<file path="config.mk">
export PLATFORM = sky130hd
export DESIGN_NAME = keyed_led_pattern_sequencer_top
export DESIGN_NICKNAME = d
export VERILOG_FILES = /design/src/hdl/klps_pkg.sv /design/src/hdl/klps_cfg_regs.sv /design/src/hdl/klps_engine.sv /design/src/hdl/klps_out_stage.sv /design/src/hdl/keyed_led_pattern_sequencer_top.sv
export SDC_FILE = /design/constraint.sdc
export NUM_CORES = 1
export LEC_CHECK = 0
export ABC_AREA = 1
export BUFFER_PORTS_ARGS = -buffer_cell sky130_fd_sc_hd__buf_2
export CAP_MARGIN = 20
export CORE_UTILIZATION = 42
export DETAILED_ROUTE_END_ITERATION = 16
export PLACE_DENSITY = 0.57
export SYNTH_ARGS = -nofsm -noshare
export SYNTH_HDL_FRONTEND = slang
export SYNTH_SLANG_ARGS = --single-unit
</file>
<file path="constraint.sdc">
create_clock -name clk_i -period 4.35 [get_ports clk_i]
set_input_delay 0 -clock clk_i [delete_from_list [all_inputs] [get_ports clk_i]]
set_output_delay 0 -clock clk_i [all_outputs]
set_load 0.03 [all_outputs]
</file>
<file path="src/hdl/klps_pkg.sv">
`timescale 1ns / 1ps

package klps_pkg;

  localparam int unsigned KeyW  = 4;
  localparam int unsigned LedW  = 8;
  localparam int unsigned TickW = 16;
  localparam int unsigned StepW = 6;
  localparam int unsigned CfgIdxW = 2;

  localparam logic [KeyW-1:0] NO_KEY           = 4'hF;
  localparam logic [KeyW-1:0] MODE_CHASE_LONG  = 4'hE;
  localparam logic [KeyW-1:0] MODE_CHASE_SHORT = 4'hD;
  localparam logic [KeyW-1:0] MODE_BLINK_AA55  = 4'hB;
  localparam logic [KeyW-1:0] MODE_BLINK_0FF0  = 4'h7;

  localparam logic [LedW-1:0] LED_AA  = 8'hAA;
  localparam logic [LedW-1:0] LED_55  = 8'h55;
  localparam logic [LedW-1:0] LED_0F  = 8'h0F;
  localparam logic [LedW-1:0] LED_F0  = 8'hF0;
  localparam logic [LedW-1:0] LED_TOP = 8'h80;

  localparam logic [StepW-1:0] FILL_LAST       = 6'd7;
  localparam logic [StepW-1:0] SHIFT_LAST      = 6'd15;
  localparam logic [StepW-1:0] BACK_FILL_LAST  = 6'd23;
  localparam logic [StepW-1:0] BACK_SHIFT_LAST = 6'd31;

  localparam logic [TickW-1:0] STEP_PERIOD_RST  = 16'd5000;
  localparam logic [TickW-1:0] BLINK_FIRST_RST  = 16'd10000;
  localparam logic [TickW-1:0] BLINK_SECOND_RST = 16'd20000;

  typedef enum logic [CfgIdxW-1:0] {
    CFG_STEP_PERIOD  = 2'd0,
    CFG_BLINK_FIRST  = 2'd1,
    CFG_BLINK_SECOND = 2'd2
  } cfg_idx_e;

  typedef struct packed {
    logic [TickW-1:0] step_period;
    logic [TickW-1:0] blink_first_end;
    logic [TickW-1:0] blink_second_end;
  } klps_cfg_t;

endpackage

</file>
<file path="src/hdl/klps_cfg_regs.sv">
`timescale 1ns / 1ps

module klps_cfg_regs (
  input  logic                          clk_i,
  input  logic                          rst_ni,
  input  logic                          cfg_valid_i,
  input  logic [klps_pkg::CfgIdxW-1:0]  cfg_index_i,
  input  logic [klps_pkg::TickW-1:0]    cfg_data_i,
  output klps_pkg::klps_cfg_t           cfg_o
);
  import klps_pkg::*;

  klps_cfg_t cfg_q, cfg_d;

  always_comb begin
    cfg_d = cfg_q;
    if (cfg_valid_i) begin
      case (cfg_idx_e'(cfg_index_i))
        CFG_STEP_PERIOD:  cfg_d.step_period      = cfg_data_i;
        CFG_BLINK_FIRST:  cfg_d.blink_first_end  = cfg_data_i;
        CFG_BLINK_SECOND: cfg_d.blink_second_end = cfg_data_i;
        default:          cfg_d = cfg_q; // drop writes beyond the register list
      endcase
    end
  end

  always_ff @(posedge clk_i or negedge rst_ni) begin
    if (!rst_ni) begin
      cfg_q.step_period      <= STEP_PERIOD_RST;
      cfg_q.blink_first_end  <= BLINK_FIRST_RST;
      cfg_q.blink_second_end <= BLINK_SECOND_RST;
    end else begin
      cfg_q <= cfg_d;
    end
  end

  assign cfg_o = cfg_q;

endmodule

</file>
<file path="src/hdl/klps_engine.sv">
`timescale 1ns / 1ps

module klps_engine (
  input  logic                       clk_i,
  input  logic                       rst_ni,
  input  klps_pkg::klps_cfg_t        cfg_i,
  input  logic                       in_valid_i,
  output logic                       in_stall_o,
  input  logic [klps_pkg::KeyW-1:0]  keys_i,
  input  logic                       res_ready_i,
  output logic                       res_load_o,
  output logic [klps_pkg::LedW-1:0]  res_led_o
);
  import klps_pkg::*;

  logic             req_valid_q, req_valid_d;
  logic [KeyW-1:0]  keys_q;
  logic             armed_q, armed_d;
  logic [KeyW-1:0]  mode_q, mode_d;
  logic [TickW-1:0] tick_q, tick_d;
  logic [StepW-1:0] step_q, step_d;
  logic [LedW-1:0]  led_q, led_d;

  logic             accept;
  logic             take;
  logic             pass;
  logic [TickW-1:0] tick_inc;
  logic [StepW-1:0] step_base;
  logic             long_run;

  assign take       = req_valid_q && res_ready_i;
  assign in_stall_o = req_valid_q && !res_ready_i;
  assign accept     = in_valid_i && !in_stall_o;

  always_comb begin
    if (accept) begin
      req_valid_d = 1'b1;
    end else if (take) begin
      req_valid_d = 1'b0;
    end else begin
      req_valid_d = req_valid_q;
    end
  end

  // One-shot key detect: pass a code once, re-arm when all lines are high
  assign pass = armed_q && (keys_q != NO_KEY);

  always_comb begin
    if (pass) begin
      armed_d = 1'b0;
    end else if (keys_q == NO_KEY) begin
      armed_d = 1'b1;
    end else begin
      armed_d = armed_q;
    end
  end

  assign tick_inc = tick_q + 1'b1;
  assign mode_d   = pass ? keys_q : mode_q;
  assign long_run = (mode_d == MODE_CHASE_LONG);

  always_comb begin
    led_d     = pass ? '0 : led_q;
    step_base = pass ? '0 : step_q;
    step_d    = step_base;
    tick_d    = tick_q;
    case (mode_d)
      MODE_CHASE_LONG, MODE_CHASE_SHORT: begin
        tick_d = tick_inc;
        if (tick_q == cfg_i.step_period) begin
          tick_d = '0;
          if (step_base <= FILL_LAST) begin
            led_d = {led_d[LedW-2:0], 1'b1};
          end else if (step_base <= SHIFT_LAST) begin
            led_d = {led_d[LedW-2:0], 1'b0};
          end else if (long_run && step_base <= BACK_FILL_LAST) begin
            led_d = (led_d >> 1) | LED_TOP;
          end else if (long_run && step_base <= BACK_SHIFT_LAST) begin
            led_d = led_d >> 1;
          end else begin
            step_base = '0; // idle step after the last one
          end
          step_d = step_base + 1'b1;
        end
      end
      MODE_BLINK_AA55, MODE_BLINK_0FF0: begin
        tick_d = tick_inc;
        if (tick_q <= cfg_i.blink_first_end) begin
          led_d = (mode_d == MODE_BLINK_AA55) ? LED_AA : LED_0F;
        end else if (tick_inc <= cfg_i.blink_second_end) begin
          led_d = (mode_d == MODE_BLINK_AA55) ? LED_55 : LED_F0;
        end else begin
          tick_d = '0;
        end
      end
      default: begin
        // freeze LEDs and tick counter
        tick_d = tick_q;
      end
    endcase
  end

  always_ff @(posedge clk_i or negedge rst_ni) begin
    if (!rst_ni) begin
      req_valid_q <= 1'b0;
      armed_q     <= 1'b1;
      mode_q      <= '0;
      tick_q      <= '0;
      step_q      <= '0;
      led_q       <= '0;
    end else begin
      req_valid_q <= req_valid_d;
      if (take) begin
        armed_q <= armed_d;
        mode_q  <= mode_d;
        tick_q  <= tick_d;
        step_q  <= step_d;
        led_q   <= led_d;
      end
    end
  end

  always_ff @(posedge clk_i) begin
    if (accept) begin
      keys_q <= keys_i;
    end
  end

  assign res_load_o = take;
  assign res_led_o  = led_d;

endmodule

</file>
<file path="src/hdl/klps_out_stage.sv">
`timescale 1ns / 1ps

module klps_out_stage (
  input  logic                       clk_i,
  input  logic                       rst_ni,
  input  logic                       load_i,
  input  logic [klps_pkg::LedW-1:0]  led_i,
  output logic                       ready_o,
  output logic                       out_valid_o,
  input  logic                       out_stall_i,
  output logic [klps_pkg::LedW-1:0]  led_o
);
  import klps_pkg::*;

  logic            valid_q, valid_d;
  logic [LedW-1:0] led_q;

  // Take a new result when empty or when the held one leaves this cycle
  assign ready_o = !valid_q || !out_stall_i;

  always_comb begin
    if (load_i) begin
      valid_d = 1'b1;
    end else if (!out_stall_i) begin
      valid_d = 1'b0;
    end else begin
      valid_d = valid_q;
    end
  end

  always_ff @(posedge clk_i or negedge rst_ni) begin
    if (!rst_ni) begin
      valid_q <= 1'b0;
    end else begin
      valid_q <= valid_d;
    end
  end

  always_ff @(posedge clk_i) begin
    if (load_i) begin
      led_q <= led_i;
    end
  end

  assign out_valid_o = valid_q;
  assign led_o       = led_q;

endmodule

</file>
<file path="src/hdl/keyed_led_pattern_sequencer_top.sv">
`timescale 1ns / 1ps
// Channel  | Handshake               | Payload
// ---------+-------------------------+------------------------------------
// input    | in_valid_i / in_stall_o | keys_i[3:0] (active-low key lines)
// output   | out_valid_o/out_stall_i | led_o[7:0]
// config   | cfg_valid_i/cfg_ready_o | cfg_index_i[1:0], cfg_data_i[15:0]
//
// One request per clock cycle sustained while the output does not stall; each
// passes from accept to result through the input register, then the result register.
// The step logic is a single pass of 16-bit increment and compares per tick.
// Reset clears the key detector, mode, tick counter, step index and LEDs and
// loads the default periods; no clearing pass is needed.
// A stalled output holds its result; the input register then fills and
// in_stall_o rises until the output drains.

module keyed_led_pattern_sequencer_top (
  input  logic                          clk_i,
  input  logic                          rst_ni,
  input  logic                          in_valid_i,
  output logic                          in_stall_o,
  input  logic [klps_pkg::KeyW-1:0]     keys_i,
  output logic                          out_valid_o,
  input  logic                          out_stall_i,
  output logic [klps_pkg::LedW-1:0]     led_o,
  input  logic                          cfg_valid_i,
  output logic                          cfg_ready_o,
  input  logic [klps_pkg::CfgIdxW-1:0]  cfg_index_i,
  input  logic [klps_pkg::TickW-1:0]    cfg_data_i
);
  import klps_pkg::*;

  klps_cfg_t       cfg;
  logic            res_ready;
  logic            res_load;
  logic [LedW-1:0] res_led;

  assign cfg_ready_o = 1'b1;

  klps_cfg_regs u_cfg (
    .clk_i       (clk_i),
    .rst_ni      (rst_ni),
    .cfg_valid_i (cfg_valid_i && cfg_ready_o),
    .cfg_index_i (cfg_index_i),
    .cfg_data_i  (cfg_data_i),
    .cfg_o       (cfg)
  );

  klps_engine u_engine (
    .clk_i       (clk_i),
    .rst_ni      (rst_ni),
    .cfg_i       (cfg),
    .in_valid_i  (in_valid_i),
    .in_stall_o  (in_stall_o),
    .keys_i      (keys_i),
    .res_ready_i (res_ready),
    .res_load_o  (res_load),
    .res_led_o   (res_led)
  );

  klps_out_stage u_out (
    .clk_i       (clk_i),
    .rst_ni      (rst_ni),
    .load_i      (res_load),
    .led_i       (res_led),
    .ready_o     (res_ready),
    .out_valid_o (out_valid_o),
    .out_stall_i (out_stall_i),
    .led_o       (led_o)
  );

endmodule

</file>
# Word-level counts from Yosys, hierarchy flattened
# Index checks and enable logic that the tools add are counted.
# word_totals
elab_cells	83
reg_bits	97
output_inout_bits	11
in_bits	27
# op_classes
n_eq_ne	10
n_lt_le_gt_ge	6
add_sub_neg	2
n_reduce_logical	22
mux	31
# ops
operator	n
$mux 8	10
$mux 6	9
$mux 16	3
$le 16x16->1	2
$pmux 16 s2	1
$add 16x1->16 const B	1
$eq 16x16->1	1
$eq 4x4->1 const B	4
$pmux 8 s2	1
$le 6x5->1 const B	2
$reduce_and 2->1	5
$add 6x1->6 const B	1
$le 6x3->1 const B	1
$le 6x4->1 const B	1
$logic_and 1x1->1	6
$mux 1	6
$reduce_bool 2->1	3
$eq 4x3->1 const B	1
$logic_not 1->1	4
$mux 4	1
$ne 4x4->1 const B	1
$reduce_or 2->1	2
$eq 2x1->1 const B	1
$eq 2x2->1 const B	1
3 further kinds	3

# Depth between registers and ports, before layout
# Gate-level depths: netlist of the first run.
# depth
depth_word	14
ltp_mapped	22
ltp_nobuf	22

# By module
# A second synthesis of the first run with hierarchy kept.
# hier_totals
hier_cells	815
hier_area_um2	6284.8
# modules_own_cells
mod	n_inst	cells_per_inst	area_per_inst_um2	seq_area_each_um2
klps_engine	1	587	3928.8	1022.2
klps_cfg_regs	1	214	2063.2	1219.9
klps_out_stage	1	12	281.5	265.3
keyed_led_pattern_sequencer_top	1	2	11.3	0.0

# Least setup slack after synthesis of the first run
# Ideal clock, no wire load.
# synth_timing
path_type	reg-to-reg
start	register u_engine.tick_q[0]
end	register u_engine.tick_q[5]
arrival_time_ps	3004
setup_ps	118
path_stages_with_launch	22
synth_period_minus_slack_ps	3122
n_path_buf	0
t_required_ps	4232
slack_ps	1228
path_cell_list	dfrtp_1 > ha_1 > nand3_1 > nor2_1 > nand2_1 > nor3_1 > nand3_1 > nor2_1 > xor2_1 > inv_1 > ha_1 > nand2_1 > nor3_1 > nand2_1 > nand2_1 > nand2_1 > nor2_1 > nand2_1 > nand3_4 > inv_4 > nand2_1 > o21ai_2
# synth_between
elab_chain_len	5
word_cells_on_any_way	8
classes_between	add/sub (1); order compare (2); eq/ne (1); mux (4)
# synth_rtl
item	line	text
start: declaration	klps_engine.sv:20	logic [TickW-1:0] tick_q, tick_d;
start signal: assignment	klps_engine.sv:116	tick_q <= tick_d;
$add 16x1->16	klps_engine.sv:58	assign tick_inc = tick_q + 1'b1;
$le 16x16->1	klps_engine.sv:90	end else if (tick_inc <= cfg_i.blink_second_end) begin
$mux 16	klps_engine.sv:90	
$mux 16	klps_engine.sv:88	if (tick_q <= cfg_i.blink_first_end) begin
$pmux 16 s2 (*)	klps_engine.sv:67	case (mode_d)
# Mark *: on every way between the ends. The rest lies on a longest branch, timed or not.
# A chain may end at the register's enable or synchronous reset.

# Final worst setup path of the first run
# layout_timing
start	register u_engine.tick_q[1]
end	register u_engine.tick_q[13]
# Same word-level chain as after synthesis.

==> impl_results.md, run 1 <==
* Root Driver: clkbuf_16
* CTS Buffer Depth at 2
* Largest family of logic cells by synthesized area: simple AND/OR/NAND/NOR gates
* First-pass DRT Iterations at 4
* First-pass GRT wire length at 22200 um
* Mapped Nets at 843
* Final setup TNS at 0 ns
* Max FO, Critical Path at 9
* Flop pwr share at 0.407
* Sw Ratio at 0.367
* Final cell count without fillers at 1024
* VDD IR max at 0.196 mV
* Initial detailed-routing violation count at 356
* Post-synth EDFFs at 12
* Ant. Diodes at 0
* Most common cell in the netlist: nand2_1
* Multiplexer share of the synthesized area at 0
* Initial Utilization at 0.429
* Pre-CTS setup slack at 0.727 ns
* Largest net degree at the start of global routing at 86
* Tightest Pin Transition at 1.06 ns
* # DRC at 0
* Gp weighted congestion at 0.849
* Vias/cell at 4.84
* Clk_lat worst skew at 0.36 ns
* Die Area at 14600 um^2
* Die W at 121 um
* Post-CTS Setup Inserts at 0
* Setup Skew at 0.0122 ns
* Post-Synth XOR/XNOR Area at 0.0354
* Comb pwr share at 0.313
* Sequential area share after synthesis at 0.422
* Synthesized instance count at 782
* Worst Slack Setup Final at 0.676 ns
* Fin util at 0.496
* Initial antenna violation count at 0
* Overflow after GRT at 0
* Crit path capture type: flip-flop
* Internal power at 1.88 mW
* FFs w/ async S/R, synth at 0.876
* Fmax at 272 MHz
* Hold Vio Cnt, Final at 0
* Clk slew on worst S/H paths at 0.07 ns
* Final setup viols at 0
* Max Transition Viols Final at 0
* I/O pin total at 38
* Syn Std Cell Area at 5940 um^2
* CP required at 4.59 ns
* Nets at 900
* DPL Wire Length at 9440 um
* Post-Synth Simple-Gate Area at 0.272
* Yosys top cell by area: dfrtp_1
* Total power at 2.97 mW
* Clk pwr share at 0.280
* Routed len/inst at 12.8 um
* Hold_buf cts at 23
* Fillcell total at 1339
* Compound-gate portion of the synthesized area at 0.103
* I/O Buffers at 36
* TritonCTS clock tree: yes
* Pwr/cell area at 434 nW/um^2
* CTS resizes at 0
* Inserted Clock Buffers at 9
* CP Class: reg -> reg
* Clock sink total at 97
* Placed cells at 983
* Slew headroom at 0.290
* Top FF cell, synth: dfrtp_1
* Ys Warns at 0
* Routed Wire Length at 13100 um
* Syn_area_per_cell at 7.59 um^2
* Top cell types by occurrence after synthesis: nand2_1 (250), inv_1 (119), dfrtp_1 (69), o21ai_0 (69), nor2_1 (47)
* Max_cap viols at 0
* H-tree levels at 3
* Area grow syn2layout at 15.5%
* Synth Area in Adders at 0.0716
* Synth top area share at 0.291
* Final period util at 0.845
* Critical path data arrival time at 3.92 ns
* Total number of vias at 4956
* Status: finished clean
* Die height at 121 um
* HP Class: in -> async
* Core area at 13800 um^2
* Leakage at 3.62 nW
* Net Switching at 1.09 mW
* Row count at 43
* RSZ-0062 raised after global routing: false
* Antenna viol nets, final at 0
* Vias in the first global route at 4681
* Top post-synthesis cells by area: dfrtp_1 (29%), nand2_1 (16%), inv_1 (7.5%), ha_1 (7.2%), dfstp_2 (7.1%)
* CP startpoint kind: flip-flop
* Register bit total from synthesis at 97
* Final min period at 3.67 ns
* Share of layout cells above drive strength 1 at 0.126
* Synth cell types at 43
* Tot GR Track Use at 0.195
power groups by stage:
stage          Combinational (mW)  Sequential, mW  Clock (mW)
3_3_place_gp                0.896            1.22           0
4_1_cts                     0.935            1.21       0.856
6_report                    0.932            1.21       0.831
5_1_grt                      1.08            1.23       0.888
3_5_place_dp                0.914            1.23           0
2_1_floorplan               0.674            1.24           0
per-layer routing:
metal  up-vias  share of wire  GRT usage
li1       2573              -          -
met1      2277           0.50      0.264
met2        89           0.44      0.302
met3        17          0.038     0.0357
met4         0          0.022     0.0849
met5         -              0          0
logic make-up after synthesis:
| kind of cell | after synthesis |
|---|---|
| AO/OA/AOI/OAI | 112 |
| XOR/XNOR | 24 |
| adder cells (fa/ha/maj) | 34 |
| buffers and inverters | 140 |
| flip-flops | 97 |
| other | 1 |
| AND/OR/NAND/NOR | 374 |
critical path, cell delays in order, from the launching register on:
cell and delay, ns:
dfrtp_1 0.43, ha_1 0.21, nand3_1 0.13, nor2_1 0.16
nand2_1 0.09, nor3_1 0.24, nand3_1 0.17, nor2_1 0.15
xor2_1 0.20, inv_1 0.06, ha_1 0.27, nand2_1 0.07
nor3_1 0.27, nand2_1 0.08, nand2_1 0.14, nand2_1 0.13
nor2_1 0.20, nand2_1 0.12, nand3_4 0.19, inv_4 0.09
nand2_1 0.09, o21ai_2 0.05
through the flow:
step | instance area, um^2 | hold WS, ns
after floorplan | 5940 | -0.296
after global placement | 6270 | 0.177
after detailed placement | 6270 | 0.178
after CTS | 6820 | 0.334
after global routing | 6860 | 0.221
final | 6860 | 0.173
cells in the final DEF (no fill, tap or decap), types with 3 or more instances in the layout:
master         synthesis  final
o22ai_1                5      5
dfrtp_1               69     69
nand2_4                4      4
clkbuf_16              0     11
xor2_1                24     24
nor2_1                47     46
dlygate4sd3_1          0     23
buf_2                  1     35
a21oi_1               25     25
nand2_2                9      9
edfxtp_1              12     12
nand3_1               42     42
nor2_2                 2      3
nand2_1              250    250
o21ai_2                4      4
ha_1                  34     34
nand4_1                5      5
inv_1                119    119
nor3_1                 4      4
dfstp_2               16     16
o21ai_0               69     69
cell type report:
| type | count | area, um^2 | area share |
|---|---|---|---|
| repair buffers | 62 | 463 | 0.0675 |
| flip-flops and latches | 97 | 2510 | 0.366 |
| multi-input cells | 545 | 2870 | 0.419 |
| clock buffers | 11 | 275 | 0.0401 |
| well taps | 180 | 225 | 0.0328 |
| clock inverters | 5 | 41.3 | 0.00602 |
| inverters | 124 | 475 | 0.0693 |
registers in the layout, summed over array words and instances, names as in the netlist:
register,cells
u_cfg.cfg_o,48
u_engine.armed_q,1
u_engine.keys_q,4
u_engine.led_q,8
u_engine.mode_q,4
u_engine.req_valid_q,1
u_engine.step_q,6
u_engine.tick_q,16
u_out.led_o,8
u_out.out_valid_o,1
path summary, 6_finish.rpt:
| check | startpoint | to | slack [ns] | cells past startpoint |
|---|---|---|---|---|
| hold reg to reg | u_engine.req_valid_q$_DFFE_PN0P_ | u_out.out_valid_o$_DFFE_PN0P_ | 0.48 | 2 |
| hold / removal | rst_ni | u_cfg.cfg_o[36]$_DFFE_PN0P_ | 0.17 | 2 |
| min in group clk_i | cfg_valid_i | u_cfg.cfg_o[20]$_DFFE_PN1P_ | 0.27 | 3 |
| setup reg to reg | u_engine.tick_q[1]$_DFFE_PN0P_ | u_engine.tick_q[13]$_DFFE_PN0P_ | 0.68 | 21 |
| max in group asynchronous | rst_ni | u_cfg.cfg_o[35]$_DFFE_PN1P_ | 3.52 | 3 |
| setup / recovery | u_engine.tick_q[1]$_DFFE_PN0P_ | u_engine.tick_q[13]$_DFFE_PN0P_ | 0.68 | 21 |
(Power assumes the default switching activity.)
==> inputs of run 2 (changes only) <==
Settings changed: ABC_AREA 1 to 0.
Clock period 4.35 ns to 3.7 ns, I/O delays scaled along.
==> run 2 against run 1 <==
  * Routed wire length is 9.6% higher
  * Clock power is 15% higher
  * Critical path depth is 6 lower
  * Global-route usage is 1.5 points higher
  * Worst setup slack worse by 0.47 ns
  * Area after synthesis is 0.82% higher
  * Utilization is 1.1 points higher
  * Sequential share of layout area is 0.87 points lower
  * Count of clock-buffer cells in the layout is 1 lower
  * Hold slack better by 0.035 ns
  * Combinational power is 12% higher
  * Highest routed layer unchanged
==> impl_results.md, run 2 <==
* Status: finished clean
* Setup Skew at 0.0116 ns
* Max_cap viols at 0
* Max Transition Viols Final at 0
* Routed len/inst at 17.0 um
* Pwr/cell area at 489 nW/um^2
* # DRC at 0
* Tightest Pin Transition at 0.967 ns
* Top FF cell, synth: dfrtp_1
* Worst Reg-to-Reg Cells at 15
* Initial detailed-routing violation count at 272
* Inserted Clock Buffers at 9
* Synthesized instance count at 583
* Top cell types by occurrence after synthesis: dfrtp_1 (69), nand2_1 (55), mux2_2 (50)
* Initial antenna violation count at 0
* Ys Warns at 0
* Fmax at 286 MHz
* Initial Utilization at 0.431
* Row count at 43
* Ant. Diodes at 0
* Fillcell total at 1283
* I/O Buffers at 36
* HP Class: in -> async
* Syn_area_per_cell at 10.3 um^2
* Multi-input gate area at 3270 um^2
* Hold Vio Cnt, Final at 0
* Worst R2R End: u_engine.tick_q[4]$_DFFE_PN0P_
* Die W at 121 um
* FFs w/ async S/R, synth at 0.876
* Nets at 717
* Die height at 121 um
* FF/Latch Area at 2510 um^2
* FF-to-FF Start: u_engine.tick_q[0]$_DFFE_PN0P_
* Most common cell in the netlist: dfrtp_1
* Max FFs per register at 48
* Area grow syn2layout at 17.5%
* Clk slew on worst S/H paths at 0.07 ns
* First-pass DRT Iterations at 4
* Antenna viol nets, final at 0
* Synth cell types at 76
* VDD IR max at 0.259 mV
* Share of layout cells above drive strength 1 at 0.277
* Die Area at 14700 um^2
* Yosys top cell by area: dfrtp_1
* Mapped Nets at 644
* TritonCTS clock tree: yes
* Vias/cell at 5.46
* Clock sink total at 97
* Register bit total from synthesis at 97
* Final instance area at 7040 um^2
* Gp weighted congestion at 0.924
* Top post-synthesis cells by area: dfrtp_1 (29%), mux2_2 (9.4%), ha_1 (7.1%), dfstp_2 (7.0%), edfxtp_1 (6.0%)
* CP startpoint kind: flip-flop
* FF-to-FF setup slack at 0.21 ns
* Critical path data arrival time at 3.79 ns
* Final setup viols at 0
* Total number of vias at 4595
* Final period util at 0.944
* Root Driver: clkbuf_16
* CP Class: reg -> reg
* I/O pin total at 38
* Sequential area share after synthesis at 0.419
* RSZ-0062 raised after global routing: true
* Most common cell after layout, fill and taps aside: dfrtp_1
* Final min period at 3.49 ns
* Crit path capture type: flip-flop
* Max FO, Critical Path at 4
* Post-synth EDFFs at 12
* Final cell count without fillers at 841
* Routed Wire Length at 14300 um
* Most frequent cells in the layout: dfrtp_1 (66), nand2_1 (55), mux2_2 (50), inv_1 (42), buf_2 (35)
* Vias in the first global route at 4669
* Tot GR Track Use at 0.210
* CP required at 3.99 ns
* H-tree levels at 3
* Clk_lat worst skew at 0.35 ns
* Largest net degree at the start of global routing at 51
* DP Area at 6440 um^2
* Placed cells at 800
* First-pass GRT wire length at 23700 um
* DPL Wire Length at 10500 um
* Synth top area share at 0.288
* Slew headroom at 0.354
* Leakage at 3.17 nW
* Core area at 13900 um^2
* CTS Buffer Depth at 2
* Overflow after GRT at 0
* Syn Std Cell Area at 5990 um^2
[run 2: cell count changes after synthesis, sizes merged, moves of 10 or more]
cell and delta:
nand2b +13, nor2 -23, inv -81, mux2 +50, o21ai -47, nand3 -27, nand2 -207, o211ai +10
[run 2: cells by family after synthesis]
| kind of cell | synth area share |
|---|---|
| other cells | 0.000626 |
| compound gates | 0.166 |
| mux | 0.104 |
| flops | 0.419 |
| buf+inv | 0.0435 |
| xor+xnor | 0.0453 |
| simple gates | 0.150 |
| fa+ha+maj | 0.0711 |
[run 2: timing repair]
action,4_1_cts,5_1_grt
gates cloned,0,0
endpoints found under the hold margin,90,0
hold buffers,24,0
resized for setup,1,14
pin swaps,0,3
setup endpoints to repair,1,28
buffers inserted,0,1
[run 2: per-stage QoR]
stage	util	total power [mW]	worst slack, ns	hold slack, ns	setup TNS (ns)
CTS	0.503	3.47	0.0485	0.253	0
floorplan	-	2.17	0.238	-0.296	0
finish	0.507	3.44	0.206	0.208	0
global placement	0.464	2.46	0.179	0.0677	0
global route	0.507	3.65	-0.00310	0.284	-0.00310
detailed placement	0.464	2.48	0.0181	0.0802	0
[run 2: worst max-delay path: stages, from the launching register on]
cell and delay [ns]:
dfrtp_1 0.40, ha_1 0.22, nand3_1 0.16, buf_4 0.15, inv_1 0.04, and3_1 0.20, xor2_2 0.16, ha_1 0.28
nand2_1 0.16, o21ai_0 0.16, a221o_1 0.37, o31a_1 0.31, a31o_2 0.27, nor2_1 0.23, buf_4 0.18, a22o_1 0.14
[run 2: where the power goes]
part           total (mW)  internal, mW  switching (mW)
combinational        1.04         0.440           0.601
clock               0.957         0.527           0.431
sequential           1.44          1.30           0.137
[run 2: cell type report]
| type | instances | share of cell area |
|---|---|---|
| Clock buffer | 10 | 0.0325 |
| Clock inverter | 6 | 0.00925 |
| Inverter | 42 | 0.0224 |
| Multi-Input combinational cell | 426 | 0.465 |
| Sequential cell | 97 | 0.357 |
| Tap cell | 180 | 0.0320 |
| Timing Repair Buffer | 80 | 0.0815 |
[run 2: worst max-delay path by stage]
| stage | start | end | slack [ns] | cells past startpoint |
|---|---|---|---|---|
| after detailed placement | u_engine.tick_q[0]$_DFFE_PN0P_ | u_engine.led_q[2]$_DFFE_PN0P_ | 0.02 | 14 |
| final | u_engine.tick_q[0]$_DFFE_PN0P_ | u_engine.tick_q[4]$_DFFE_PN0P_ | 0.21 | 15 |
| after global placement | u_engine.tick_q[0]$_DFFE_PN0P_ | u_engine.led_q[2]$_DFFE_PN0P_ | 0.18 | 14 |
| after CTS | u_engine.tick_q[0]$_DFFE_PN0P_ | u_out.led_o[7]$_DFFE_PP_ | 0.05 | 14 |
| after global routing | u_engine.tick_q[0]$_DFFE_PN0P_ | u_engine.tick_q[4]$_DFFE_PN0P_ | -0.003 | 15 |
| after floorplan | u_engine.tick_q[0]$_DFFE_PN0P_ | u_engine.led_q[2]$_DFFE_PN0P_ | 0.24 | 14 |
[run 2: per-layer routing]
metal / part of all wire / track usage / vias up
met5: 0 / 0 / -
met4: 0.014 / 0.0617 / 0
met3: 0.034 / 0.0399 / 13
met2: 0.48 / 0.352 / 75
met1: 0.47 / 0.273 / 2260
li1: - / - / 2247
